==> src/sv/uer_pkg.sv <==
// ----------------------------------------------------------------------------
// uer_pkg: shared types and constants for the ultrasonic echo ranger
// Holds the item types, the phase and status codes, the register indexes and
// the constants of the reciprocal divider.
// ----------------------------------------------------------------------------
package uer_pkg;

    // Width of the tick counter and the number of ticks that make one centimetre.
    localparam int COUNT_BITS   = 24;
    localparam int TICKS_PER_CM = 928;
    localparam int DIVISOR      = (TICKS_PER_CM > 0) ? TICKS_PER_CM : 1;
    localparam int DIV_W        = 16;

    // Widths used for comparisons and the quotient.
    localparam int CMP_W = (COUNT_BITS > 24) ? COUNT_BITS : 24;
    localparam int Q_W   = (COUNT_BITS > 16) ? COUNT_BITS : 16;

    // Reciprocal of the divisor, scaled by two to the counter width.
    localparam int RECIP_W = COUNT_BITS + 1;
    localparam int PROD_W  = COUNT_BITS + RECIP_W;
    localparam int QD_W    = COUNT_BITS + DIV_W;
    localparam logic [RECIP_W-1:0] RECIP = RECIP_W'((64'd1 << COUNT_BITS) / DIVISOR);

    localparam logic [COUNT_BITS-1:0] CNT_MAX  = '1;
    localparam logic [15:0]           DIST_MAX = 16'hFFFF;

    // Register widths and reset values.
    localparam int CFG_W = 24;
    localparam logic [7:0]  SETTLE_RST  = 8'd16;
    localparam logic [15:0] PULSE_RST   = 16'd192;
    localparam logic [23:0] TIMEOUT_RST = 24'd480000;

    typedef enum logic [1:0] {
        CFG_SETTLE  = 2'd0,
        CFG_PULSE   = 2'd1,
        CFG_TIMEOUT = 2'd2
    } t_cfg_idx;

    typedef enum logic [2:0] {
        PH_IDLE  = 3'd0,
        PH_PRE   = 3'd1,
        PH_PULSE = 3'd2,
        PH_POST  = 3'd3,
        PH_WAIT  = 3'd4,
        PH_MEAS  = 3'd5
    } t_phase;

    typedef enum logic [1:0] {
        ST_OK       = 2'd0,
        ST_NO_ECHO  = 2'd1,
        ST_TOO_LONG = 2'd2
    } t_status;

    typedef struct packed {
        logic kind;
        logic echo_level;
    } t_in_item;

    typedef struct packed {
        logic        trigger_level;
        logic        busy_res;
        logic        done_res;
        logic [1:0]  status;
        logic [15:0] distance_cm;
    } t_out_item;

    // Result of the controller for one item, before the distance is divided.
    typedef struct packed {
        logic                  trigger;
        logic                  busy;
        logic                  done;
        t_status               status;
        logic                  meas_ok;
        logic [COUNT_BITS-1:0] ticks;
    } t_part;

endpackage

==> src/sv/ultrasonic_echo_ranger_top.sv <==
// ----------------------------------------------------------------------------
// ultrasonic_echo_ranger_top: echo timer for an ultrasonic rangefinder
// Each input item is one tick of the timing base; each gives one result item
// with the trigger level, busy, done, a status and the distance in centimetres.
//
//   Channel | Direction | Signals                              | Payload
//   in      | input     | i_in_valid, o_in_ready, i_in_item    | kind, echo_level
//   out     | output    | o_out_valid, i_out_ready, o_out_item | trigger..distance_cm
//   cfg     | input     | i_cfg_we, i_cfg_idx, i_cfg_data      | settle, pulse, timeout
//
// One item is accepted per cycle unless the output stalls; the combinational
// sequencer feeds the input, product, estimate and output registers of the divider.
// Synchronous active-low reset returns to idle with the register reset values.
// A stall on the output holds the whole pipeline and drops o_in_ready.
// ----------------------------------------------------------------------------
module ultrasonic_echo_ranger_top (
    input  logic                      i_clk,
    input  logic                      i_rst_n,
    input  logic                      i_in_valid,
    output logic                      o_in_ready,
    input  uer_pkg::t_in_item         i_in_item,
    output logic                      o_out_valid,
    input  logic                      i_out_ready,
    output uer_pkg::t_out_item        o_out_item,
    input  logic                      i_cfg_we,
    input  logic [1:0]                i_cfg_idx,
    input  logic [uer_pkg::CFG_W-1:0] i_cfg_data
);
    import uer_pkg::*;

    logic  accept;
    logic  div_ready;
    t_part part;

    // An item is taken when the pipeline can move.
    assign accept     = i_in_valid && div_ready;
    assign o_in_ready = div_ready;

    // Sequencer and configuration registers.
    uer_ctrl u_ctrl (
        .i_clk      (i_clk),
        .i_rst_n    (i_rst_n),
        .i_cfg_we   (i_cfg_we),
        .i_cfg_idx  (i_cfg_idx),
        .i_cfg_data (i_cfg_data),
        .i_accept   (accept),
        .i_item     (i_in_item),
        .o_part     (part)
    );

    // Distance divider and output register.
    uer_div u_div (
        .i_clk   (i_clk),
        .i_rst_n (i_rst_n),
        .i_valid (i_in_valid),
        .o_ready (div_ready),
        .i_part  (part),
        .o_valid (o_out_valid),
        .i_ready (i_out_ready),
        .o_item  (o_out_item)
    );

    // A finished measurement is never still busy.
    a_done_not_busy: assert property (@(posedge i_clk) disable iff (!i_rst_n)
        (o_out_valid && o_out_item.done_res) |-> !o_out_item.busy_res)
        else $error("done and busy together");

    // A distance is only reported with a successful measurement.
    a_dist_ok: assert property (@(posedge i_clk) disable iff (!i_rst_n)
        (o_out_valid && (o_out_item.distance_cm != 16'd0)) |->
        (o_out_item.done_res && (o_out_item.status == ST_OK)))
        else $error("distance without a successful measurement");

    // An error status only comes with done.
    a_status_done: assert property (@(posedge i_clk) disable iff (!i_rst_n)
        (o_out_valid && (o_out_item.status != ST_OK)) |-> o_out_item.done_res)
        else $error("status without done");

    // The trigger is only driven high during a measurement.
    a_trig_busy: assert property (@(posedge i_clk) disable iff (!i_rst_n)
        (o_out_valid && o_out_item.trigger_level) |-> o_out_item.busy_res)
        else $error("trigger high while not busy");

endmodule

==> src/sv/uer_ctrl.sv <==
// ----------------------------------------------------------------------------
// uer_ctrl: configuration registers and measurement sequencer
// Steps the trigger, echo wait and echo measure phases once per accepted item
// and hands the partial result of that item to the divider pipeline.
// ----------------------------------------------------------------------------
module uer_ctrl (
    input  logic                          i_clk,
    input  logic                          i_rst_n,
    input  logic                          i_cfg_we,
    input  logic [1:0]                    i_cfg_idx,
    input  logic [uer_pkg::CFG_W-1:0]     i_cfg_data,
    input  logic                          i_accept,
    input  uer_pkg::t_in_item             i_item,
    output uer_pkg::t_part                o_part
);
    import uer_pkg::*;

    logic [7:0]            r_settle;
    logic [15:0]           r_pulse;
    logic [23:0]           r_timeout;
    t_phase                r_phase;
    t_phase                n_phase;
    logic [COUNT_BITS-1:0] r_cnt;
    logic [COUNT_BITS-1:0] n_cnt;
    logic                  held;
    logic [15:0]           plen;
    t_part                 part;

    function automatic logic reached(input logic [COUNT_BITS-1:0] c,
                                     input logic [CMP_W-1:0] limit);
        return (CMP_W'(c) >= limit) || (c == CNT_MAX);
    endfunction

    function automatic logic [COUNT_BITS-1:0] bump(input logic [COUNT_BITS-1:0] c);
        return (c == CNT_MAX) ? CNT_MAX : c + COUNT_BITS'(1);
    endfunction

    function automatic logic expired(input logic [COUNT_BITS-1:0] c,
                                     input logic [23:0] limit);
        return (CMP_W'(c) > CMP_W'(limit)) || (c == CNT_MAX);
    endfunction

    // A pulse length of zero runs as one tick.
    assign plen = (r_pulse == 16'd0) ? 16'd1 : r_pulse;

    // Next phase and counter for the current item; zero-length phases fall through.
    always_comb begin
        n_phase = r_phase;
        n_cnt   = r_cnt;
        held    = 1'b0;
        part    = '0;
        part.status = ST_OK;

        if (r_phase > PH_MEAS) begin
            n_phase = PH_IDLE;
            n_cnt   = '0;
        end
        if (n_phase == PH_IDLE && i_item.kind) begin
            n_phase = PH_PRE;
            n_cnt   = '0;
        end
        if (n_phase == PH_PRE) begin
            if (reached(n_cnt, CMP_W'(r_settle))) begin
                n_phase = PH_PULSE;
                n_cnt   = '0;
            end else begin
                held = 1'b1;
            end
        end
        if (!held && n_phase == PH_PULSE) begin
            if (reached(n_cnt, CMP_W'(plen))) begin
                n_phase = PH_POST;
                n_cnt   = '0;
            end else begin
                held = 1'b1;
            end
        end
        if (!held && n_phase == PH_POST) begin
            if (reached(n_cnt, CMP_W'(r_settle))) begin
                n_phase = PH_WAIT;
                n_cnt   = '0;
            end else begin
                held = 1'b1;
            end
        end

        if (held) begin
            n_cnt        = bump(n_cnt);
            part.trigger = (n_phase == PH_PULSE);
            part.busy    = 1'b1;
        end else if (n_phase == PH_WAIT) begin
            if (i_item.echo_level) begin
                n_phase = PH_MEAS;
                n_cnt   = COUNT_BITS'(1);
                if (expired(n_cnt, r_timeout)) begin
                    part.done   = 1'b1;
                    part.status = ST_TOO_LONG;
                    n_phase     = PH_IDLE;
                end else begin
                    part.busy = 1'b1;
                end
            end else begin
                n_cnt = bump(n_cnt);
                if (expired(n_cnt, r_timeout)) begin
                    part.done   = 1'b1;
                    part.status = ST_NO_ECHO;
                    n_phase     = PH_IDLE;
                end else begin
                    part.busy = 1'b1;
                end
            end
        end else if (n_phase == PH_MEAS) begin
            if (i_item.echo_level) begin
                n_cnt = bump(n_cnt);
                if (expired(n_cnt, r_timeout)) begin
                    part.done   = 1'b1;
                    part.status = ST_TOO_LONG;
                    n_phase     = PH_IDLE;
                end else begin
                    part.busy = 1'b1;
                end
            end else begin
                part.done    = 1'b1;
                part.meas_ok = 1'b1;
                part.ticks   = n_cnt;
                n_phase      = PH_IDLE;
            end
        end
    end

    assign o_part = part;

    // Configuration writes and the sequencer state.
    always_ff @(posedge i_clk) begin
        if (!i_rst_n) begin
            r_settle  <= SETTLE_RST;
            r_pulse   <= PULSE_RST;
            r_timeout <= TIMEOUT_RST;
            r_phase   <= PH_IDLE;
            r_cnt     <= '0;
        end else begin
            if (i_cfg_we) begin
                unique case (i_cfg_idx)
                    CFG_SETTLE:  r_settle  <= i_cfg_data[7:0];
                    CFG_PULSE:   r_pulse   <= i_cfg_data[15:0];
                    CFG_TIMEOUT: r_timeout <= i_cfg_data[23:0];
                    default:     ;
                endcase
            end
            if (i_accept) begin
                r_phase <= n_phase;
                r_cnt   <= n_cnt;
            end
        end
    end

endmodule

==> src/sv/uer_div.sv <==
// ----------------------------------------------------------------------------
// uer_div: distance divider pipeline and output register
// Divides the echo width by the ticks-per-centimetre constant through a
// reciprocal multiply, a back multiply and a single correction step.
// ----------------------------------------------------------------------------
module uer_div (
    input  logic               i_clk,
    input  logic               i_rst_n,
    input  logic               i_valid,
    output logic               o_ready,
    input  uer_pkg::t_part     i_part,
    output logic               o_valid,
    input  logic               i_ready,
    output uer_pkg::t_out_item o_item
);
    import uer_pkg::*;

    logic                  r_v1, r_v2, r_v3, r_v4;
    t_part                 r_p1, r_p2, r_p3;
    logic [PROD_W-1:0]     r_prod;
    logic [COUNT_BITS-1:0] r_q0;
    logic [COUNT_BITS-1:0] r_qd;
    t_out_item             r_out;
    logic                  adv;
    logic [COUNT_BITS-1:0] q0;
    logic [QD_W-1:0]       qd;
    logic [COUNT_BITS-1:0] rem;
    logic [Q_W-1:0]        quot;
    logic [15:0]           dist_sat;

    // The whole pipeline moves when the output register is free or being taken.
    assign adv     = !r_v4 || i_ready;
    assign o_ready = adv;

    // Quotient estimate and its back product.
    assign q0 = COUNT_BITS'(r_prod >> COUNT_BITS);
    assign qd = QD_W'(q0) * QD_W'(DIV_W'(DIVISOR));

    // Correct the estimate by one and saturate to the distance width.
    assign rem      = r_p3.ticks - r_qd;
    assign quot     = Q_W'(r_q0) + ((Q_W'(rem) >= Q_W'(DIVISOR)) ? Q_W'(1) : Q_W'(0));
    assign dist_sat = (quot > Q_W'(DIST_MAX)) ? DIST_MAX : quot[15:0];

    // Valid bits of the stages.
    always_ff @(posedge i_clk) begin
        if (!i_rst_n) begin
            r_v1 <= 1'b0;
            r_v2 <= 1'b0;
            r_v3 <= 1'b0;
            r_v4 <= 1'b0;
        end else if (adv) begin
            r_v1 <= i_valid;
            r_v2 <= r_v1;
            r_v3 <= r_v2;
            r_v4 <= r_v3;
        end
    end

    // Stage data.
    always_ff @(posedge i_clk) begin
        if (adv) begin
            r_p1   <= i_part;
            r_p2   <= r_p1;
            r_prod <= PROD_W'(r_p1.ticks) * PROD_W'(RECIP);
            r_p3   <= r_p2;
            r_q0   <= q0;
            r_qd   <= qd[COUNT_BITS-1:0];
            r_out.trigger_level <= r_p3.trigger;
            r_out.busy_res      <= r_p3.busy;
            r_out.done_res      <= r_p3.done;
            r_out.status        <= r_p3.status;
            r_out.distance_cm   <= r_p3.meas_ok ? dist_sat : 16'd0;
        end
    end

    assign o_valid = r_v4;
    assign o_item  = r_out;

endmodule

==> config.mk <==
export PLATFORM = sky130hd
export DESIGN_NAME = ultrasonic_echo_ranger_top
export DESIGN_NICKNAME = d
export VERILOG_FILES = /design/src/sv/uer_pkg.sv /design/src/sv/ultrasonic_echo_ranger_top.sv /design/src/sv/uer_ctrl.sv /design/src/sv/uer_div.sv
export SDC_FILE = /design/constraint.sdc
export NUM_CORES = 1
export LEC_CHECK = 0
export ABC_CLOCK_PERIOD_IN_PS = 8900
export BUFFER_PORTS_ARGS = -buffer_cell sky130_fd_sc_hd__buf_2
export CORE_ASPECT_RATIO = 1.2
export CORE_MARGIN = 2
export CORE_UTILIZATION = 55
export DETAILED_ROUTE_END_ITERATION = 10
export PLACE_DENSITY = 0.86
export SYNTH_ARGS = -nofsm -noshare
export SYNTH_HDL_FRONTEND = slang
export SYNTH_HIERARCHICAL = 1
export SYNTH_SLANG_ARGS = --single-unit
export TNS_END_PERCENT = 10
==> constraint.sdc <==
create_clock -name i_clk -period 8.9 [get_ports i_clk]
set_clock_uncertainty 0.2 [all_clocks]
set_input_delay 0.445 -clock i_clk [delete_from_list [all_inputs] [get_ports i_clk]]
set_output_delay 0.445 -clock i_clk [all_outputs]
set_load 0.05 [all_outputs]
After elaboration in Yosys (flattened, before gate mapping)
Cells that the tools add are included.
{ "classes": {"eq_ne": 13, "mux": 50, "mul": 2, "n_bitwise": 1, "n_addsub": 3, "n_lt_le_gt_ge": 8, "reduce_logical": 20} }
{ "ops": {"columns": ["operator", "count"], "rows": [
  ["24-bit 2-to-1 mux", 14],
  ["24-bit equality test, second input constant", 5],
  ["3-bit 2-to-1 mux", 18],
  ["24-bit by 8-bit >= comparator with 1-bit output", 2],
  ["24-bit by 14-bit multiplier with 38-bit output, second input constant", 1],
  ["16-bit 2-to-1 mux", 2],
  ["29-bit 2-to-1 mux", 1],
  ["25-bit 2-to-1 mux", 1],
  ["15-bit by 24-bit adder with 24-bit output", 1],
  ["24-bit by 1-bit adder with 24-bit output, second input constant", 1],
  ["24-bit by 10-bit >= comparator with 1-bit output, second input constant", 1],
  ["24-bit by 16-bit >= comparator with 1-bit output", 1],
  ["1-bit by 24-bit > comparator with 1-bit output, first input constant", 1],
  ["24-bit by 16-bit > comparator with 1-bit output, second input constant", 1],
  ["24-bit > comparator", 1],
  ["24-bit subtractor", 1],
  ["15-bit by 5-bit multiplier with 19-bit output, second input constant", 1],
  ["16-bit logical NOT", 1],
  ["1-bit 2-to-1 mux", 11],
  ["3-bit by 2-bit equality test with 1-bit output, second input constant", 3],
  ["4-bit 2-to-1 mux", 2],
  ["3-bit equality test, second input constant", 2],
  ["2-bit AND reduction", 3],
  ["1-bit logical OR", 5],
  ["12 further kinds", 17]
]} }
{ "totals": {"output_inout_bits": 23, "wordCells": 132, "register_bits": 262, "in_bits": 33} }

Logic depth before layout (Yosys ltp)
{ "logic_depth": {"word_depth": 26, "depth_mapped": 49, "depth_no_buf": 46} }

Modules after synthesis
The synthesis kept the hierarchy.
{ "modules_own_cells": {"columns": ["module", "cells_per_inst", "instances", "seq_area_each_um2", "area_each_um2"], "rows": [
  ["uer_div", 1106, 1, 4524.3, 13060.0],
  ["uer_ctrl", 877, 1, 1501.4, 6267.3],
  ["ultrasonic_echo_ranger_top", 1, 1, 0.0, 6.3]
]} }

Worst setup path after synthesis
No wires, ideal clock.
{ "synth_timing": {"path_type": "flip-flop to flip-flop", "from": "register u_ctrl.r_phase[1]", "to": "register u_div/r_p1[26] (netlist bit) (data pin)", "synth_period_minus_slack_ns": 9.674, "path_stages_with_launch": 48, "path_slack_ns": -0.774, "setup_time_ns": 0.256, "path_buffers": 7, "required_time_ns": 8.444, "arrival_time_ns": 9.218, "path_cell_list": "dfxtp_1 -> buf_2 -> or4b_2 -> clkbuf_1 -> and3_1 -> ha_1 -> a211oi_1 -> o211ai_1 -> o21ai_1 -> clkbuf_1 -> clkbuf_1 -> and2_1 -> ha_1 -> a21o_1 -> a21o_1 -> a221o_1 -> a21o_1 -> o21ai_1 -> [... 12 more ...] -> nor2_1 -> and4_1 -> nand4_1 -> clkbuf_1 -> nand2b_1 -> ha_1 -> nor2b_1 -> o21a_1 -> o21a_1 -> o21a_1 -> o21a_1 -> o21a_1 -> o21a_1 -> o21ai_0 -> a32oi_1 -> inv_1 -> o211ai_1 -> and4b_1"} }
{ "synth_between": {"elab_chain_len": 25, "word_cells_on_any_way": 53, "cone_classes": "add/sub: 1; order compare: 5; eq/ne: 10; mux: 27; reduce/logical: 10"} }
{ "synth_lines": {"columns": ["item", "line_no", "rtl"], "rows": [
  ["from (decl)", "uer_ctrl.sv:21", "t_phase r_phase;"],
  ["from (signal assigned)", "uer_ctrl.sv:151", "r_phase <= n_phase;"],
  ["3-bit > comparator", "uer_ctrl.sv:54", "if (r_phase > PH_MEAS) begin"],
  ["3-bit 2-to-1 mux", "uer_ctrl.sv:54", null],
  ["3-bit logical NOT", "uer_ctrl.sv:58", "if (n_phase == PH_IDLE && i_item.kind) begin"],
  ["1-bit logical AND", "uer_ctrl.sv:58", null],
  ["24-bit 2-to-1 mux", "uer_ctrl.sv:58", null],
  ["24-bit by 8-bit >= comparator with 1-bit output or 24-bit equality test (tied branches)", "uer_ctrl.sv:31", "return (CMP_W'(c) >= limit) || (c == CNT_MAX);"],
  ["1-bit logical OR", "uer_ctrl.sv:31", null],
  ["24-bit 2-to-1 mux", "uer_ctrl.sv:63", "if (reached(n_cnt, CMP_W'(r_settle))) begin"],
  ["[... 9 more ...]", null, null],
  ["24-bit by 1-bit adder with 24-bit output or 24-bit equality test (tied branches)", "uer_ctrl.sv:35", "return (c == CNT_MAX) ? CNT_MAX : c + COUNT_BITS'(1);"],
  ["24-bit 2-to-1 mux", "uer_ctrl.sv:35", null],
  ["24-bit > comparator or 24-bit equality test (tied branches)", "uer_ctrl.sv:40", "return (CMP_W'(c) > CMP_W'(limit)) || (c == CNT_MAX);"],
  ["1-bit logical OR", "uer_ctrl.sv:40", null],
  ["3-bit 2-to-1 mux", "uer_ctrl.sv:115", "if (expired(n_cnt, r_timeout)) begin"],
  ["2-bit 2-to-1 mux", "uer_ctrl.sv:113", "if (i_item.echo_level) begin"],
  ["29-bit 2-to-1 mux", "uer_ctrl.sv:112", "end else if (n_phase == PH_MEAS) begin"],
  ["4-bit 2-to-1 mux", "uer_ctrl.sv:91", "end else if (n_phase == PH_WAIT) begin"],
  ["to (signal assigned)", "uer_div.sv:62", "r_p1 <= i_part;"],
  ["to (decl)", "uer_div.sv:19", "t_part r_p1, r_p2, r_p3;"]
]} }
Parallel ways exist; a longest one is shown, timed or not.
A chain may end at the register's enable or synchronous reset.

Final worst setup path
{ "layout_timing": {"from": "register u_ctrl.r_phase[0]", "to": "register u_div/r_p1[28] (netlist bit) (data pin)"} }
{ "layout_between": {"elab_chain_len": 25, "word_cells_on_any_way": 54, "cone_classes": "add/sub: 1; order compare: 5; eq/ne: 10; mux: 28; reduce/logical: 10"} }
{ "layout_lines": {"columns": ["item", "line_no"], "rows": [
  ["3-bit > comparator", "uer_ctrl.sv:54"],
  ["3-bit 2-to-1 mux", "uer_ctrl.sv:54"],
  ["3-bit logical NOT", "uer_ctrl.sv:58"],
  ["1-bit logical AND", "uer_ctrl.sv:58"],
  ["24-bit 2-to-1 mux", "uer_ctrl.sv:58"],
  ["24-bit by 8-bit >= comparator with 1-bit output or 24-bit equality test (tied branches)", "uer_ctrl.sv:31"],
  ["1-bit logical OR", "uer_ctrl.sv:31"],
  ["24-bit 2-to-1 mux", "uer_ctrl.sv:63"],
  ["[... 9 more ...]", null],
  ["24-bit by 1-bit adder with 24-bit output or 24-bit equality test (tied branches)", "uer_ctrl.sv:35"],
  ["24-bit 2-to-1 mux", "uer_ctrl.sv:35"],
  ["24-bit > comparator or 24-bit equality test (tied branches)", "uer_ctrl.sv:40"],
  ["1-bit logical OR", "uer_ctrl.sv:40"],
  ["1-bit 2-to-1 mux", "uer_ctrl.sv:104, uer_ctrl.sv:115"],
  ["1-bit 2-to-1 mux", "uer_ctrl.sv:113"],
  ["29-bit 2-to-1 mux", "uer_ctrl.sv:112"],
  ["4-bit 2-to-1 mux", "uer_ctrl.sv:91"]
]} }
Parallel ways exist; a longest one is shown, timed or not.

==> impl_results.md <==
* Status: complete, no violations
* Min cycle time layout at 8660 ps
* Starting Density at 0.555
* CTS sink cnt at 227
* Lkg Pwr at 11.1 nW
* Hold Path End: u_ctrl/r_pulse[6]
* Longest Clk Path Bufs at 3
* Mapped Nets at 2,424
* Area after DPL at 20,800 um2
* Mean post-synth cell area at 9.74 um2
* Ys async rst share at 0
* GRT Total Usage at 0.293
* First-pass GRT wire length at 84.2 mm
* Worst path depth at 43
* Power per cell area at 167 nW/um2
* Largest delay share family, worst path: compound AO/OA/AOI/OAI gates
* GP Congestion at 1.06
* Number of flops mapped to enable cells by yosys at 148
* Core footprint at 34,800 um2
* Final cell count without fillers at 2,608
* Sequential cell area fraction in the yosys report at 0.312
* FF-to-FF End: u_div/r_p1[28]
* Compound-Gate Fraction of Synth Area at 0.110
* Setup slack, reg-to-reg at 240 ps
* Max Clk Rate at 0.115 GHz
* Post-DP HPWL at 41.6 mm
* CTS tree: built
* DRC Markers at 0
* Max-slew headroom at 0.238
* Antenna violations before repair at 0
* DRT Wirelength at 53.4 mm
* Slew Viols, Final at 0
* Largest cells by area after synthesis: edfxtp_1, ha_1, fa_1
* Area fraction of the dominant cell type after synthesis at 0.230
* Critical path's slowest cell: or4b_4
* Main combinational cell family by area after synthesis: adder cells
* Worst Hold Class: in2reg
* Worst r2r src: u_ctrl/r_phase[0]
* Share of cell area taken by muxes after synthesis at 0.00518
* Post-route ant nets at 0
* Critical Path AT at 8720 ps
* Crit path largest cell delay at 570 ps
* Final period util at 0.973
* Netlist cell types at 79
* Top_reg_cell synth: edfxtp_1
* Clock Pin Slew Worst Setup and Hold Paths at 60 ps
* Critical path buffers and inverters at 4
* Measured slew at the worst slew-check pin at 1140 ps
* Yosys reg bits at 227
* Hold WS at 12.6 ps
* Layout cells sized above 1 at 0.130
* Synth Cell Area at 19,300 um2
* Final number of hold-violating endpoints at 0
* Crit path kind: reg2reg
* Final setup TNS at 0 ps
* RSZ-0062 raised after global routing: true
* Via count of the routed design at 15,651
* # diodes at 0
* Root buffer selected by CTS: clkbuf_16
* Gr ovfl total at 0
* Via density at 6.00
* Synth Area in XOR/XNOR at 0.0272
* Reg2reg path depth at 43
* Leading area contributor after synthesis: edfxtp_1
* DR WL/cell at 20.5 um
* CP max FO at 6
* Largest net degree at the start of global routing at 65
* Nets at 2,569
* Synth Instances at 1,984
* H-tree depth at 1
* Cell mode on critical path: a21o_1
* Min-Delay Path Depth at 3
* Area delta synth->final at 15.2%
* Die Ht at 209 um
* Simple-Gate Fraction of Synth Area at 0.146
* CP Launch Type: register
* Number of synthesis warnings at 6
* Port Buffer Count at 55
* Die X at 175 um
* Starting DRT DRC Count at 1,098
* Inst Count DP at 2,534
* Hold path startpoint: i_cfg_data[6]
* Pre-antenna DRT Iters at 5
* Core Rows at 75
* # IOs at 56
* Setup crit end kind: register
* Fin area at 22,300 um2
* # setup viols final at 0
* Die Footprint at 36,700 um2
* Worst-Skew Late Latency at 540 ps
* Worst ir drop on vdd at 0.135 mV
* Req. time, crit path at 8960 ps
* Fin util at 0.640
* Total of max-cap violations at 0
* Post-Synth Adder-Cell Area at 0.320
* Vias in the first global route at 16,458
* CTS buffer count at 25
## cell usage after synthesis, drive strengths merged, types with 4 or more instances
library cell  number
a211o              4
fa               145
nor4b              4
and2              50
nand2b            12
o21bai             5
o31ai              6
or3                9
xor2              19
a31oi              6
o211ai            28
a21o              30
nand4             36
o21a              20
inv              360
or4                4
and4               7
o2111ai            6
nand2            135
o21ai             37
buf                8
and3              30
a21oi             89
or2                5
nand3             49
a21boi             6
a221oi            11
xnor2             41
nor2             119
ha               262
a22oi             19
o211a              5
edfxtp           148
nor4              23
clkbuf            47
nor3              38
nor2b             15
dfxtp             79
mux2i             10
a2111oi            4
a211oi             7
## state kept, by name, summed over array words and instances, names as in the netlist, 3 cells and up
name and flops:
u_ctrl/r_cnt 24, u_ctrl/r_phase 3, u_ctrl/r_pulse 16, u_ctrl/r_settle 8, u_ctrl/r_timeout 24, u_div/o_item 21
u_div/r_p1 30, u_div/r_p2 25, u_div/r_p3 25, u_div/r_prod 15, u_div/r_q0 13, u_div/r_qd 19
## worst register-to-register path, delay by kind of cell, from the launching register on
| family | cells | cell delay, ps |
|---|---|---|
| AO/OA/AOI/OAI | 19 | 3370 |
| XOR/XNOR | 1 | 190 |
| adder cells (fa/ha/maj) | 5 | 1070 |
| buffers and inverters | 4 | 550 |
| flip-flops | 1 | 370 |
| AND/OR/NAND/NOR | 14 | 2660 |
## report_power, final
part           leakage, nW  internal (W)  switching, W
Sequential            2.42       0.00123     0.0000635
Clock                0.412      0.000639      0.000422
Combinational         8.22      0.000515      0.000854
Total                 11.1       0.00238       0.00134
## how the worst max path moves through the flow
stage	from	endpoint	slack, ps
after detailed placement	i_in_item[1]	u_div/r_p1[27]	-430
after floorplan	u_ctrl/r_phase[1]	u_div/r_p1[26]	4
after global placement	i_in_item[1]	u_div/r_p1[27]	-70
final	u_ctrl/r_phase[0]	u_div/r_p1[28]	240
after CTS	u_ctrl/r_phase[2]	u_div/r_p1[27]	20
after global routing	u_ctrl/r_phase[0]	u_div/r_p1[28]	-40
## metrics by stage
step           worst slack, ps  total power, W
5_1_grt                  -38.7         0.00387
2_1_floorplan             4.16         0.00213
4_1_cts                   15.5         0.00363
3_5_place_dp              -432         0.00255
3_3_place_gp             -72.0         0.00251
6_report                   236         0.00372
## area by class of cell
class | count | area [um2]
clock buffers | 32 | 696
multi-input cells | 1341 | 12200
repair buffers | 173 | 1230
fillers | 2615 | 12500
flip-flops and latches | 227 | 6030
inverters | 361 | 1360
clock inverters | 12 | 144
well taps | 462 | 578
## cells by family (layout without fill, tap and decap cells)
logic type                 after synthesis  count (layout)
DFF                                    227             227
and+or+nand+nor                        553             553
buffers and inverters                  416             578
muxes                                   10              10
AOI/OAI and AO/OA                      311             311
xor gates and xnor gates                60              60
adders and majority gates              407             407
## cells in the final DEF, fill, tap and decap left out, types with 32 or more instances in the layout
cell type  netlist  final
xnor2_1         41     41
buf_4            0     91
dfxtp_1         79     78
inv_1          359    356
fa_1           145    145
nor2_1         119    114
nand2_1        135    132
edfxtp_1       148    148
buf_2            7     55
nor3_1          38     32
a21oi_1         88     84
nand3_1         49     44
ha_1           262    249
and2_1          48     44
nand4_1         36     36
## routing by layer
metal,wire (um),vias to the layer above,GRT usage
met2,27800,722,0.536
met3,2710,285,0.0366
met4,4300,0,0.204
met1,18700,7532,0.310
met5,0,-,0
li1,-,7112,-
## timing repair
action                     in CTS  in global routing
pin swaps                       2                 35
setup endpoints to repair       6                  6
hold buffers                   22                  0
buffers inserted                0                  7
cloned                          0                  1
hold endpoints to repair       34                  0
resized for setup               9                 60
Power figures use the tool's default switching activity.
